[src/rtl/ilh_pkg.sv]
// Shared types, constants and helper functions for the I/O layout log2 histogram unit.
package ilh_pkg;

    localparam int SECT_W   = 48;
    localparam int CNT_W    = 32;
    localparam int BIN_W    = 6;
    localparam int OQ_DEPTH = 4;
    localparam int OQ_AW    = 2;
    localparam int OQ_CW    = 3;

    localparam logic [CNT_W-1:0] CNT_MAX = {CNT_W{1'b1}};

    typedef enum logic [1:0] {
        REQ_EVENT   = 2'd0,
        REQ_RD_SIZE = 2'd1,
        REQ_RD_GAP  = 2'd2,
        REQ_CLEAR   = 2'd3
    } req_kind_t;

    // Scalar statistics as they stand after a request.
    typedef struct packed {
        logic [CNT_W-1:0]  sync_count;
        logic [CNT_W-1:0]  fua_count;
        logic [SECT_W-1:0] origin_sector;
        logic [SECT_W-1:0] peak_sector;
        logic              seen_any;
    } snap_t;

    // First pipeline stage contents.
    typedef struct packed {
        logic              valid;
        req_kind_t         kind;
        logic [BIN_W-1:0]  bin_index;
        logic [SECT_W-1:0] len;
        logic [SECT_W-1:0] gap;
        logic              gap_pos;
        snap_t             snap;
    } s1_t;

    // Operation applied to a histogram bank at its read-modify-write stage.
    typedef struct packed {
        logic inc;
        logic clr;
    } bank_op_t;

    // Position of the highest set bit; zero for an input of zero or one.
    function automatic logic [BIN_W-1:0] floor_log2(input logic [SECT_W-1:0] v);
        logic [BIN_W-1:0] r;
        r = '0;
        for (int i = 1; i < SECT_W; i++)
        begin
            if (v[i])
            begin
                r = BIN_W'(i);
            end
        end
        return r;
    endfunction

    function automatic logic [CNT_W-1:0] sat_inc(input logic [CNT_W-1:0] c);
        return (c == CNT_MAX) ? c : c + 1'b1;
    endfunction

endpackage

[src/rtl/ilh_outq.sv]
// Four-entry result queue that decouples the pipeline from the downstream ready.
module ilh_outq #(
    parameter int W = 200
) (
    input  logic                      clk,
    input  logic                      rst_n,
    input  logic                      push,
    input  logic [W-1:0]              push_data,
    output logic                      out_valid,
    input  logic                      out_ready,
    output logic [W-1:0]              out_data,
    output logic [ilh_pkg::OQ_CW-1:0] count
);

    logic [W-1:0]              mem [ilh_pkg::OQ_DEPTH];
    logic [ilh_pkg::OQ_AW-1:0] wr_ptr_reg;
    logic [ilh_pkg::OQ_AW-1:0] rd_ptr_reg;
    logic [ilh_pkg::OQ_CW-1:0] count_reg;
    logic                      pop;

    assign out_valid = (count_reg != '0);
    assign out_data  = mem[rd_ptr_reg];
    assign pop       = out_valid && out_ready;
    assign count     = count_reg;

    always_ff @(posedge clk)
    begin
        if (push)
        begin
            mem[wr_ptr_reg] <= push_data;
        end
    end

    always_ff @(posedge clk or negedge rst_n)
    begin
        if (!rst_n)
        begin
            wr_ptr_reg <= '0;
            rd_ptr_reg <= '0;
            count_reg  <= '0;
        end
        else
        begin
            if (push)
            begin
                wr_ptr_reg <= wr_ptr_reg + 1'b1;
            end
            if (pop)
            begin
                rd_ptr_reg <= rd_ptr_reg + 1'b1;
            end
            if (push && !pop)
            begin
                count_reg <= count_reg + 1'b1;
            end
            else if (pop && !push)
            begin
                count_reg <= count_reg - 1'b1;
            end
        end
    end

endmodule

[config.mk]
export PLATFORM = sky130hd
export DESIGN_NAME = ilh_outq
export DESIGN_NICKNAME = d
export VERILOG_FILES = /design/src/rtl/ilh_pkg.sv /design/src/rtl/ilh_outq.sv
export SDC_FILE = /design/constraint.sdc
export NUM_CORES = 1
export LEC_CHECK = 0
export BUFFER_PORTS_ARGS = -buffer_cell sky130_fd_sc_hd__clkbuf_2
export CORE_AREA = 8 8 238 240
export CTS_CLUSTER_SIZE = 10
export DETAILED_ROUTE_END_ITERATION = 7
export DIE_AREA = 0 0 246 248
export PLACE_DENSITY = 0.78
export SLEW_MARGIN = 5
export SYNTH_ARGS = -nofsm -noshare
export SYNTH_HDL_FRONTEND = slang
export SYNTH_SLANG_ARGS = --single-unit
[constraint.sdc]
create_clock -name clk -period 10.2 [get_ports clk]
set_input_delay 0.51 -clock clk [delete_from_list [all_inputs] [get_ports clk]]
set_output_delay 0.51 -clock clk [all_outputs]
set_load 0.02 [all_outputs]
==> flow_metrics.py <==
metrics = {
    "outcome": {
        "status": "complete, no violations",
    },
    "placed_design": {
        "numPortBuffers": 407,
        "dpl.hpwl_mm": 35.7,
        "dp.cells": 2155,
        "gp_congestion": 0.746,
    },
    "floorplan": {
        "rows": 85,
        "die_area_um2": 61000,
        "core_area_um2": 53100,
        "start_util_pct": 55.3,
        "die_x_um": 246,
        "num_io_pins": 408,
        "die_h_um": 248,
    },
    "critical_path": {
        "cp.buffers_inverters": 3,
        "end_kind": "primary output",
        "cp_num_cells": 4,
        "worstReg2RegStart": "wr_ptr_reg[1]$_DFFE_PN0P_",
        "crit_slowest_cell": "buf_4",
        "cp_cell_sequence": "buf_4 > buf_4 > mux4_2 > clkbuf_2",
        "r2r_end": "mem[1][76]$_DFFE_PP_",
        "crit_path_start": "rd_ptr_reg[0]$_DFFE_PN0P_",
        "cp.arrival_ns": 3.96,
        "reg2regPathDepth": 5,
        "critPathMaxStageDelay_ns": 0.89,
        "cpLargestDelayFamily": "buffers and inverters",
        "worst-r2r-setup-slack_ns": 6.97,
        "crit_required_ns": 9.69,
        "start_kind": "register",
        "critPathKind": "reg -> out",
        "worstPathMaxFanout": 50,
        "crit_path_frequent_cell": "buf_4",
        "cp-endpoint": "out_data[107]",
    },
    "final_layout": {
        "multi_input_area_um2": 4710,
        "nets": 1762,
        "syn2layout_area_growth_pct": 17.4,
        "finalNonFillerCells": 2283,
        "regArea_um2": 24200,
        "largest_reg_flops": 800,
        "drive_above_1_share_pct": 46.3,
        "fillCellCount": 3275,
    },
    "sta": {
        "max_slew_margin_pct": 33.2,
        "max_freq_mhz": 224,
        "finalClockSkew_ns": 0.0455,
        "fin_crit_sh_pct": 43.8,
        "worst_slew_pin_slew_ns": 1.00,
        "finalCriticalPeriod_ns": 4.47,
        "slew_violations": 0,
        "tns_ns": 0,
        "rsz0062_at_grt": "false",
        "hold_viol": 0,
        "setup_viol": 0,
    },
    "routing": {
        "drt_pass1_iterations": 5,
        "vias": 13100,
        "via_per_inst": 5.75,
        "drc_errors": 0,
        "routed_wl_mm": 59.7,
        "initialDrtViolationCount": 852,
        "avgRoutedWirePerCell_um": 26.2,
        "ant_nets": 0,
    },
    "synth": {
        "synth.distinct_cells": 19,
        "synth_edf_count": 800,
        "synth_top_cell_by_area": "edfxtp_1",
        "avgSynthCellArea_um2": 27.2,
        "syn_nets": 1288,
        "yosys_warnings": 0,
        "syn_inst": 1078,
        "synth.most_common_cell": "edfxtp_1",
        "synth-async-reset-ratio_pct": 0.867,
        "synth_top_area_share_pct": 81.8,
        "synthTopCellsByCount": "800 x edfxtp_1, 200 x mux4_2, 21 x buf_2",
        "synthFlopType": "edfxtp_1",
        "synth_seq_cells": 807,
        "synth.yosys.seq_area_share_pct": 82.4,
        "syn-cell-area_um2": 29400,
        "synthTopCellsByArea": "edfxtp_1 82%, mux4_2 15%, buf_12 0.75%",
    },
    "global_routing": {
        "grt_pass1_vias": 14200,
        "grt.overflow.total": 0,
        "grt_pass1_wl_mm": 88.3,
        "antenna_found_initial": 13,
        "grt_max_degree": 65,
        "track_usage_pct": 19.4,
    },
    "cts": {
        "cts_made_buffers": 90,
        "h-tree-depth": 3,
        "cts_resized": 0,
        "cts_sinks": 807,
        "insertion_delay_ns": 0.63,
        "cts_tree": "built",
        "clk_pin_slew_ns": 0.05,
        "postCtsHoldBufs": 1,
        "cts_setup_buffers": 0,
        "clock_path_buffers": 3,
        "root_buffer": "clkbuf_16",
    },
    "pwr": {
        "ir_drop_uv": 232,
        "leakagePower_nw": 11.8,
        "power_density_nw_per_um2": 306,
    },
    "hold_path": {
        "min_path_type": "in -> reg",
    },
    "flow_run": {
        "cap_violations": 0,
    },
}
[cell usage in the layout, fill, tap and decap left out, drive strengths merged]
master and n:
ha 5, nand2 2, edfxtp 800, mux2 1
xnor2 3, nor2 1, inv 7, or3 1
nand3 1, clkbuf 516, buf 19, diode 12
xor2 3, clkinv 2, mux4 200, dlygate4sd3 1
o21ai 1, dfrtp 7, and2 4, fa 1
[worst min-delay path by stage]
stage | start | to | depth (start not counted)
3_5_place_dp | rst_n | rd_ptr_reg[1]$_DFFE_PN0P_ | 1
5_1_grt | push_data[124] | mem[2][124]$_DFFE_PP_ | 1
2_1_floorplan | rst_n | count[0]$_DFFE_PN0P_ | 0
3_3_place_gp | rst_n | rd_ptr_reg[1]$_DFFE_PN0P_ | 1
6_report | push_data[149] | mem[0][149]$_DFFE_PP_ | 1
4_1_cts | push_data[144] | mem[0][144]$_DFFE_PP_ | 1
[metrics by stage]
stage	area, um2	setup WS [ns]	utilization, %	hold WS [ns]	total power (W)
2_1_floorplan	29400	4.45	-	0.214	0.00701
3_3_place_gp	32000	6.18	60.3	0.359	0.00784
3_5_place_dp	32000	6.18	60.3	0.368	0.00790
4_1_cts	34400	5.52	64.9	0.0588	0.0107
5_1_grt	34400	5.32	64.9	0.0622	0.0110
6_report	34500	5.73	65.0	0.103	0.0106
[metal layers]
metal	share of wire, %	GRT usage (%)	vias to the layer above	wire, um
met5	0.039	0	-	23
met4	2.0	5.40	4	1220
met3	8.9	7.13	97	5340
met2	53	33.1	485	31500
met1	36	23.3	6894	21700
li1	-	-	5640	-
[worst reg2reg max path, cell delays in order, from the launching register on]
cell,delay (ns)
dfrtp_1,0.40
inv_1,0.11
ha_1,0.15
and2_4,0.49
buf_4,0.80
buf_4,0.82
[report_power, final]
part | leakage (nW) | switching [W] | total, W | internal (W)
clock | 1.19 | 0.00116 | 0.00276 | 0.00160
sequential | 7.43 | 0.000201 | 0.00455 | 0.00435
combinational | 3.18 | 0.00201 | 0.00325 | 0.00124
[kinds of logic after synthesis]
group / share of synthesized area [%]
compound gates: 0.0170
simple gates: 0.162
flops: 82.4
xor+xnor: 0.179
mux: 15.4
fa+ha+maj: 0.281
buf+inv: 1.57
[area by class of cell]
class                           instances  share of cell area, %
Timing Repair Buffer                  427                   6.35
Antenna cell                           12                 0.0871
Multi-Input combinational cell        223                   13.7
Sequential cell                       807                   70.2
Clock inverter                          6                  0.301
Inverter                                3                 0.0327
Clock buffer                          109                   6.80
Tap cell                              696                   2.53
Note: power is estimated with default switching activity, not from simulation.
