**src/rtl/ilh_pkg.sv**
```systemverilog
// Shared types, constants and helper functions for the I/O layout log2 histogram unit.
package ilh_pkg;

    localparam int SECT_W   = 48;
    localparam int CNT_W    = 32;
    localparam int BIN_W    = 6;
    localparam int OQ_DEPTH = 4;
    localparam int OQ_AW    = 2;
    localparam int OQ_CW    = 3;

    localparam logic [CNT_W-1:0] CNT_MAX = {CNT_W{1'b1}};

    typedef enum logic [1:0] {
        REQ_EVENT   = 2'd0,
        REQ_RD_SIZE = 2'd1,
        REQ_RD_GAP  = 2'd2,
        REQ_CLEAR   = 2'd3
    } req_kind_t;

    // Scalar statistics as they stand after a request.
    typedef struct packed {
        logic [CNT_W-1:0]  sync_count;
        logic [CNT_W-1:0]  fua_count;
        logic [SECT_W-1:0] origin_sector;
        logic [SECT_W-1:0] peak_sector;
        logic              seen_any;
    } snap_t;

    // First pipeline stage contents.
    typedef struct packed {
        logic              valid;
        req_kind_t         kind;
        logic [BIN_W-1:0]  bin_index;
        logic [SECT_W-1:0] len;
        logic [SECT_W-1:0] gap;
        logic              gap_pos;
        snap_t             snap;
    } s1_t;

    // Operation applied to a histogram bank at its read-modify-write stage.
    typedef struct packed {
        logic inc;
        logic clr;
    } bank_op_t;

    // Position of the highest set bit; zero for an input of zero or one.
    function automatic logic [BIN_W-1:0] floor_log2(input logic [SECT_W-1:0] v);
        logic [BIN_W-1:0] r;
        r = '0;
        for (int i = 1; i < SECT_W; i++)
        begin
            if (v[i])
            begin
                r = BIN_W'(i);
            end
        end
        return r;
    endfunction

    function automatic logic [CNT_W-1:0] sat_inc(input logic [CNT_W-1:0] c);
        return (c == CNT_MAX) ? c : c + 1'b1;
    endfunction

endpackage

```
**src/rtl/ilh_bank.sv**
```systemverilog
// One histogram bank: synchronous memory with valid bits, saturating read-modify-write and forwarding.
module ilh_bank #(
    parameter int DEPTH = 32,
    parameter int AW    = 5
) (
    input  logic                       clk,
    input  logic                       rst_n,
    input  logic [AW-1:0]              rd_addr,
    input  ilh_pkg::bank_op_t          op,
    output logic [ilh_pkg::CNT_W-1:0]  value
);

    logic [ilh_pkg::CNT_W-1:0] mem [DEPTH];
    logic [ilh_pkg::CNT_W-1:0] rdata_reg;
    logic [AW-1:0]             addr_reg;
    logic [DEPTH-1:0]          vld_reg;
    logic                      fwd_v_reg;
    logic [AW-1:0]             fwd_addr_reg;
    logic [ilh_pkg::CNT_W-1:0] fwd_data_reg;
    logic [ilh_pkg::CNT_W-1:0] cur;
    logic [ilh_pkg::CNT_W-1:0] inc_val;

    // The write of the previous request lands at the same edge as this read, so it is forwarded.
    // An entry whose valid bit is clear has not been written since the last clear and reads as zero.
    always_comb
    begin
        if (fwd_v_reg && (fwd_addr_reg == addr_reg))
        begin
            cur = fwd_data_reg;
        end
        else if (vld_reg[addr_reg])
        begin
            cur = rdata_reg;
        end
        else
        begin
            cur = '0;
        end
    end

    assign inc_val = ilh_pkg::sat_inc(cur);
    assign value   = cur;

    always_ff @(posedge clk)
    begin
        rdata_reg <= mem[rd_addr];
        addr_reg  <= rd_addr;
        if (op.inc)
        begin
            mem[addr_reg] <= inc_val;
        end
        fwd_addr_reg <= addr_reg;
        fwd_data_reg <= inc_val;
    end

    always_ff @(posedge clk or negedge rst_n)
    begin
        if (!rst_n)
        begin
            vld_reg   <= '0;
            fwd_v_reg <= 1'b0;
        end
        else if (op.clr)
        begin
            vld_reg   <= '0;
            fwd_v_reg <= 1'b0;
        end
        else
        begin
            fwd_v_reg <= op.inc;
            if (op.inc)
            begin
                vld_reg[addr_reg] <= 1'b1;
            end
        end
    end

endmodule

```
**config.mk**
```make
export PLATFORM = sky130hd
export DESIGN_NAME = ilh_bank
export DESIGN_NICKNAME = d
export VERILOG_FILES = /design/src/rtl/ilh_pkg.sv /design/src/rtl/ilh_bank.sv
export SDC_FILE = /design/constraint.sdc
export NUM_CORES = 1
export LEC_CHECK = 0
export ABC_AREA = 1
export BUFFER_PORTS_ARGS = -buffer_cell sky130_fd_sc_hd__buf_2
export CAP_MARGIN = 20
export CELL_PAD_IN_SITES_DETAIL_PLACEMENT = 0
export CELL_PAD_IN_SITES_GLOBAL_PLACEMENT = 1
export CORE_MARGIN = 1.5
export CORE_UTILIZATION = 56
export CTS_CLUSTER_DIAMETER = 100
export DETAILED_ROUTE_END_ITERATION = 8
export PLACE_DENSITY_LB_ADDON = 0.1
export SYNTH_ARGS = -nofsm -noshare
export SYNTH_HDL_FRONTEND = slang
export SYNTH_SLANG_ARGS = --single-unit
```
**constraint.sdc**
```tcl
create_clock -name clk -period 4.59 [get_ports clk]
set_input_delay 0.459 -clock clk [delete_from_list [all_inputs] [get_ports clk]]
set_output_delay 0.459 -clock clk [all_outputs]
set_load 0.02 [all_outputs]
```
==> results of run 1 <==
## metrics by stage
stage	setup WS [ps]	hold slack (ps)	cell area [um2]	utilization, %
after floorplan	1650	163	44700	-
after global placement	751	413	46600	59.0
after detailed placement	708	422	46600	59.0
after CTS	711	56.9	50200	63.6
after global routing	354	74.1	50200	63.6
final	712	79.2	50200	63.6
## power by group
group          internal, mW  switching (mW)  total [mW]  leakage, nW
combinational         0.275           0.757        1.03         4.63
clock                  5.24            3.79        9.03         1.77
sequential             11.2          0.0492        11.3         10.8
total                  16.7            4.60        21.3         17.2
## synthesized netlist by cell type (all sizes together)
cell type	number
dfxtp	74
clkbuf	214
nand3b	1
a31oi	32
a21oi	1
buf	24
nand4	2
nand2	312
dfrtp	33
o22ai	66
a32oi	26
xor2	2
nor2	732
inv	78
o21ai	563
nor3	9
nand3	134
edfxtp	1024
o221ai	190
## cells by family (layout without fill, tap and decap cells)
| logic type | count (synthesis) | after routing | share of synthesized area (%) |
|---|---|---|---|
| flops | 1131 | 1131 | 74.0 |
| compound gates | 878 | 878 | 11.9 |
| xor+xnor | 2 | 2 | 0.0392 |
| buf+inv | 316 | 430 | 2.89 |
| simple gates | 1190 | 1190 | 11.1 |
## final cells by class
| type | instances | area (um2) | area share, % |
|---|---|---|---|
| inverter | 78 | 313 | 0.623 |
| sequential | 1131 | 33100 | 65.8 |
| tap | 1050 | 1310 | 2.61 |
| clock inverter | 47 | 558 | 1.11 |
| clock buffer | 161 | 3090 | 6.14 |
| multi-input combinational | 2070 | 10600 | 21.0 |
| timing repair buffer | 144 | 1370 | 2.72 |
## layout by cell type (no fill, tap or decap), types with 14 or more instances in the layout
| master | synthesis | layout |
|---|---|---|
| a31oi_1 | 32 | 32 |
| a32oi_1 | 26 | 26 |
| buf_12 | 0 | 29 |
| buf_2 | 3 | 37 |
| buf_4 | 6 | 75 |
| clkbuf_1 | 214 | 39 |
| clkbuf_16 | 0 | 112 |
| clkinv_2 | 0 | 14 |
| dfrtp_1 | 33 | 33 |
| dfxtp_1 | 74 | 74 |
| edfxtp_1 | 1024 | 1024 |
| inv_1 | 72 | 69 |
| nand2_1 | 277 | 277 |
| nand2_2 | 31 | 31 |
| nand3_1 | 104 | 104 |
| nand3_2 | 30 | 30 |
| nor2_1 | 723 | 691 |
| nor2_4 | 5 | 37 |
| o21ai_0 | 562 | 562 |
| o221ai_1 | 190 | 190 |
| o22ai_1 | 66 | 66 |
## how the worst max path moves through the flow
stage                startpoint     endpoint  slack [ps]
finish              addr_reg[0]   mem[18][4]         710
global route        addr_reg[1]  mem[19][30]         350
CTS                 addr_reg[0]   mem[20][4]         710
detailed placement  addr_reg[0]   mem[30][4]         710
global placement    addr_reg[0]   mem[30][4]         750
floorplan           addr_reg[0]   mem[0][31]        1650
## worst reg2reg max path, stage by stage (launching register included)
cell and delay [ps]:
dfxtp_1 500, inv_2 210, nand2_1 100, nand2_1 60
nand2_1 50, nand2_1 60, nand2_1 50, nand2_1 60
nor2_2 160, nand2_4 290, nand2_1 200, nand2_1 250
nand2_1 190, nor2_2 60, nand2_2 90, nor2_4 50
nand2_4 260, buf_4 210, nand3_2 520
## routing by layer
layer / up-vias / GRT usage, % / share of wire, %
met5: - / 0 / 0.0097
met4: 2 / 12.7 / 4.0
met3: 310 / 5.04 / 9.4
met2: 1640 / 52.9 / 47
met1: 15169 / 45.9 / 39
li1: 13039 / - / -
==> flow_summary.toml, run 1 <==
[worst_setup_path]
worstPathArrival_ps = 4060
worstReg2RegEnd = "mem[18][4]"
slowest_stage = "nand3_2"
worst-path-stages = 18
max_stage_delay_ps = 520
path_max_fanout = 33
cp_num_buf_inv = 2
cpLargestDelayFamily = "simple AND/OR/NAND/NOR gates"
path_class = "flip-flop to flip-flop"
rr_worst_depth = 18
crit_required_ps = 4770
crit_top_cell = "nand2_1"
worstPathCellList = "inv_2 > nand2_1 > nand2_1 > nand2_1 > nand2_1 > nand2_1 > nand2_1 > nor2_2 > nand2_4 > nand2_1 > nand2_1 > nand2_1 > nor2_2 > nand2_2 > nor2_4 > nand2_4 > buf_4 > nand3_2"
reg2reg_slack_ps = 710
reg2reg_from = "addr_reg[0]"
worstSetupEndpointType = "flip-flop"
cp-start-kind = "flip-flop"

[global_routing]
grt_max_degree = 149
overflow = 0
grt_use_total_pct = 33.0
grt_pass1_wl_um = 194000
grt_pass1_vias = 28769
antenna_found_initial = 1

[place]
dpl.hpwl_um = 71400
routabilityCongestion = 0.956
numPortBuffers = 40
placed_cells = 4472

[timing]
timing.final.hold_violations = 0
fin_crit_sh_pct = 84.5
max_freq_ghz = 0.258
rsz0062_at_grt = "no"
setup_viol = 0
worst_clock_skew_ps = 39.2
setup_tns_ps = 0
worst_pin_slew_ps = 980
period_minus_slack_ps = 3880
drv_slew = 0
slew-limit-headroom_pct = 34.5

[route]
first_pass_iters = 5
antenna_left = 0
post_drt_wl_per_cell_um = 28.6
drtIter0Drc = 3444
viasPerCell = 6.44
vias = 30160
drt-total-wl_um = 134000
drc = 0

[clocking]
clk_latency_ps = 700
h-tree-depth = 3
cts_setup_buffers = 0
clkSlewWorstSetupHoldPaths_ps = 60
holdBufCountCts = 1
clkSinkCount = 1131
clock_path_buffers = 3
cts_made_buffers = 111
cts_tree = "yes"
ctsResizeCount = 0
cts_root_buf = "clkbuf_16"

[logic_synthesis]
syn_inst = 3517
syn-num-nets = 3526
synth_top_area_share_pct = 68.9
yosys_warnings = 0
yosys_register_bits = 1131
synth_cell_types = 30
synth_top_area_cell = "edfxtp_1"
syn_area_um2 = 44700
syn-mean-instance-area_um2 = 12.7
synthTopCellsByArea = "edfxtp_1 (69%), o21ai_0 (6.3%), nor2_1 (6.1%)"
ys_seq_area_share_pct = 74.0

[floorplanning]
die_w_um = 285
die_h_um = 285
dieArea_um2 = 81500
start_util_pct = 56.5
rows = 103
core_um2 = 79000
ios = 41

[hold_path]
min-delay-path-class = "input port to flip-flop"
hold_depth = 3
min_from = "op[1]"
worstHoldEndpoint = "fwd_v_reg"

[run_status]
status = "completed"

[job]
cap_violations = 0

[power_and_ir_drop]
cellPowerDensity_nw_per_um2 = 424
power_mw = 21.3
leakage_nw = 17.2
ir_drop_v = 0.000409

[cells_and_area]
regMostFlops = "mem"
num_antenna_cells = 0
area_growth_pct = 12.5
largest_reg_flops = 1024
num-fill-cells = 5811
fin_nets = 3545
final_layout_size_suffix_gt1_share_pct = 11.5
fin_cells = 4681
(Power assumes the default switching activity.)
==> run 2: changes to the inputs <==
--- a/config.mk
+++ b/config.mk
@@ -5,13 +5,13 @@
 export SDC_FILE = /design/constraint.sdc
 export NUM_CORES = 1
 export LEC_CHECK = 0
-export ABC_AREA = 1
+export ABC_AREA = 0
 export BUFFER_PORTS_ARGS = -buffer_cell sky130_fd_sc_hd__buf_2
 export CAP_MARGIN = 20
 export CELL_PAD_IN_SITES_DETAIL_PLACEMENT = 0
 export CELL_PAD_IN_SITES_GLOBAL_PLACEMENT = 1
 export CORE_MARGIN = 1.5
-export CORE_UTILIZATION = 56
+export CORE_UTILIZATION = 51
 export CTS_CLUSTER_DIAMETER = 100
 export DETAILED_ROUTE_END_ITERATION = 8
 export PLACE_DENSITY_LB_ADDON = 0.1
==> constraint.sdc (replaced) <==
create_clock -name clk -period 3.38 [get_ports clk]
set_input_delay 0.338 -clock clk [delete_from_list [all_inputs] [get_ports clk]]
set_output_delay 0.338 -clock clk [all_outputs]
set_load 0.02 [all_outputs]
==> run 2 against run 1 <==
  * Non-clock buffer count is 120 higher
  * Sequential power is 35% higher
  * Synthesized cell count fell by 43%
  * Clock skew decreased by 8.8 ps
  * Via count shrank 28%
  * Clock power is 40% higher
  * First-iteration DRC count shrank 31%
  * Setup slack got worse by 680 ps
  * Synthesized area down 2.4%
  * Largest power group unchanged
  * Die area increased by 7.1%
  * Count of clock-buffer cells in the layout fell by 10
==> flow_summary.toml, run 2 <==
[power_and_ir_drop]
ir_drop_v = 0.000472
leakage_nw = 17.6
cellPowerDensity_nw_per_um2 = 564

[cells_and_area]
final_common_cell = "edfxtp_1"
layout_common_cells = "edfxtp_1 (1024), mux4_2 (321), buf_4 (149), clkbuf_16 (117), nor2_1 (78)"
num_antenna_cells = 0
fin_nets = 2300
num-fill-cells = 5974
final_area_um2 = 51800
regMostFlops = "mem"
fin_cells = 3534
largest_reg_flops = 1024
final_layout_size_suffix_gt1_share_pct = 37.7
area_growth_pct = 18.7

[worst_setup_path]
cp-start-kind = "flip-flop"
slowest_stage = "mux4_2"
worstSetupEndpointType = "primary output"
reg2reg_from = "addr_reg[1]"
worstPathArrival_ps = 3010
max_stage_delay_ps = 510
path_class = "flip-flop to primary output"
crit_top_cell = "buf_6"
path_max_fanout = 5
cp-startpoint = "addr_reg[1]"
cpLargestDelayFamily = "simple AND/OR/NAND/NOR gates"
cp_num_buf_inv = 3
worstPathCellList = "mux4_2 > and4b_1 > a31oi_4 > and4_4 > buf_6 > nor2_1 > buf_4 > a21o_4 > buf_6"
crit_required_ps = 3040

[hold_path]
min-delay-path-class = "input port to flip-flop"
min_from = "rd_addr[2]"

[logic_synthesis]
syn-mean-instance-area_um2 = 21.6
ys_seq_area_share_pct = 75.8
synth.area.mux_share_pct = 17.8
synth_top_family_by_area = "multiplexers"
synthTopCellsByArea = "edfxtp_1 (71%), mux4_2 (17%), dfxtp_1 (3.4%)"
synth_compound_area_share_pct = 2.00
yosys.area_share.adder_pct = 0
syn_area_um2 = 43600
synth_flop_cell = "edfxtp_1"
synth-simple-area-share_pct = 2.95
syn-num-nets = 2023
async_flop_share_pct = 2.92
synth.most_common_cell = "edfxtp_1"
syn_inst = 2014
ys_top_cells_by_count = "edfxtp_1 (1024), mux4_2 (321), nor2_1 (115)"
yosys_register_bits = 1131
yosys_warnings = 0
synth_xor_area_share_pct = 0.301
synth-edff-count = 1024
synth_top_area_cell = "edfxtp_1"
synth_cell_types = 84
synth_top_area_share_pct = 70.5

[timing]
drv_slew = 0
timing.final.hold_violations = 0
whs_ps = 106
rsz0062_at_grt = "yes"
fin_crit_sh_pct = 99.0
period_minus_slack_ps = 3350
slew-limit-headroom_pct = 39.6
setup_tns_ps = 0
max_freq_ghz = 0.299
setup_viol = 0
worst_pin_slew_ps = 904
worst_clock_skew_ps = 30.3

[route]
antenna_left = 0
wl_met3_um = 7300
drtIter0Drc = 2388
drt-total-wl_um = 113000
viasPerCell = 6.18
wl_met1_um = 47400
first_pass_iters = 5
drc = 0
vias = 21847
wl_met2_um = 54800
top_layer_used = "met4"
post_drt_wl_per_cell_um = 32.0

[place]
placed_area_um2 = 47500
routabilityCongestion = 0.869
numPortBuffers = 40
placed_cells = 3304
dpl.hpwl_um = 63900

[clocking]
cts_tree = "yes"
h-tree-depth = 3
clkSinkCount = 1131
clk_latency_ps = 680
clock_path_buffers = 3
cts_made_buffers = 113
clkSlewWorstSetupHoldPaths_ps = 60
cts_root_buf = "clkbuf_16"

[global_routing]
antenna_found_initial = 1
grt_max_degree = 56
grt_use_total_pct = 26.6
grt_pass1_wl_um = 160000
grt_pass1_vias = 22072
overflow = 0

[floorplanning]
die_h_um = 295
ios = 41
dieArea_um2 = 87200
start_util_pct = 51.4
die_w_um = 295
rows = 107
core_um2 = 84900

[run_status]
status = "completed"

[job]
cap_violations = 0
## run 2: changes by cell type after synthesis, sizes merged, moves of 26 or more
cell    before  now
nor2       732  115
o21ai      563   28
mux4         0  321
nand2      312   77
o221ai     190    1
clkbuf     214   53
nand3      134   17
inv         78   10
o22ai       66    7
mux2         0   38
a31oi       32    5
buf         24   50
## run 2: stage by stage
step / worst slack [ps] / util (%) / power [mW]
2_1_floorplan: -50.7 / - / 16.4
5_1_grt: -52.9 / 61.0 / 30.0
3_5_place_dp: -303 / 56.0 / 16.9
6_report: 33.3 / 61.0 / 29.2
4_1_cts: -43.1 / 60.8 / 29.4
3_3_place_gp: -344 / 56.0 / 16.9
## run 2: layout make-up
class / count / area [um2] / area share (%)
Sequential cell: 1131 / 33100 / 63.9
Multi-Input combinational cell: 771 / 10600 / 20.5
Clock buffer: 151 / 3170 / 6.12
Timing Repair Buffer: 264 / 2810 / 5.43
Tap cell: 1144 / 1430 / 2.77
Clock inverter: 63 / 629 / 1.22
Inverter: 10 / 37.5 / 0.0725
## run 2: path summary, 6_finish.rpt
| kind | end | slack (ps) | cells past startpoint |
|---|---|---|---|
| worst max-delay path | value[21] | 30 | 9 |
| worst min-delay path | addr_reg[2] | 110 | 1 |
| worst max register to register | mem[31][6] | 110 | 13 |
| worst min register to register | fwd_addr_reg[3] | 420 | 0 |
| max in group asynchronous | vld_reg[5] | 2600 | 2 |
| min in group asynchronous | vld_reg[14] | 280 | 2 |
## run 2: logic make-up after synthesis
logic type / Yosys count
flip-flops: 1131
multiplexers: 368
AND/OR/NAND/NOR: 275
buffers and inverters: 113
AO/OA/AOI/OAI: 112
XOR/XNOR: 15
## run 2: worst reg2reg max path: stages (launching register included)
cell,delay [ps]
dfxtp_4,380
mux4_2,510
and4b_1,230
a31oi_4,160
buf_4,140
nand4_4,160
a22o_1,280
buf_4,150
o211a_2,150
buf_4,150
a311oi_2,250
buf_4,190
xnor2_2,90
buf_12,170
## run 2: timing repair
action | 4_1_cts | 5_1_grt
hold endpoints to repair | 34 | 0
cloned | 0 | 1
gates resized for setup | 45 | 34
hold buffers | 2 | 0
pin swaps | 3 | 10
setup buffers | 8 | 6
setup endpoints to repair | 212 | 383
## run 2: metal layers
metal | track usage, % | vias up
met5 | 0 | -
met3 | 4.18 | 179
met1 | 38.4 | 11856
met2 | 42.3 | 834
met4 | 8.11 | 0
li1 | - | 8978
## run 2: where the power goes
part	total (mW)	internal [mW]	switching [mW]
Sequential	15.3	15.2	0.0800
Combinational	1.31	0.614	0.699
Clock	12.6	7.41	5.18
Total	29.2	23.3	5.96
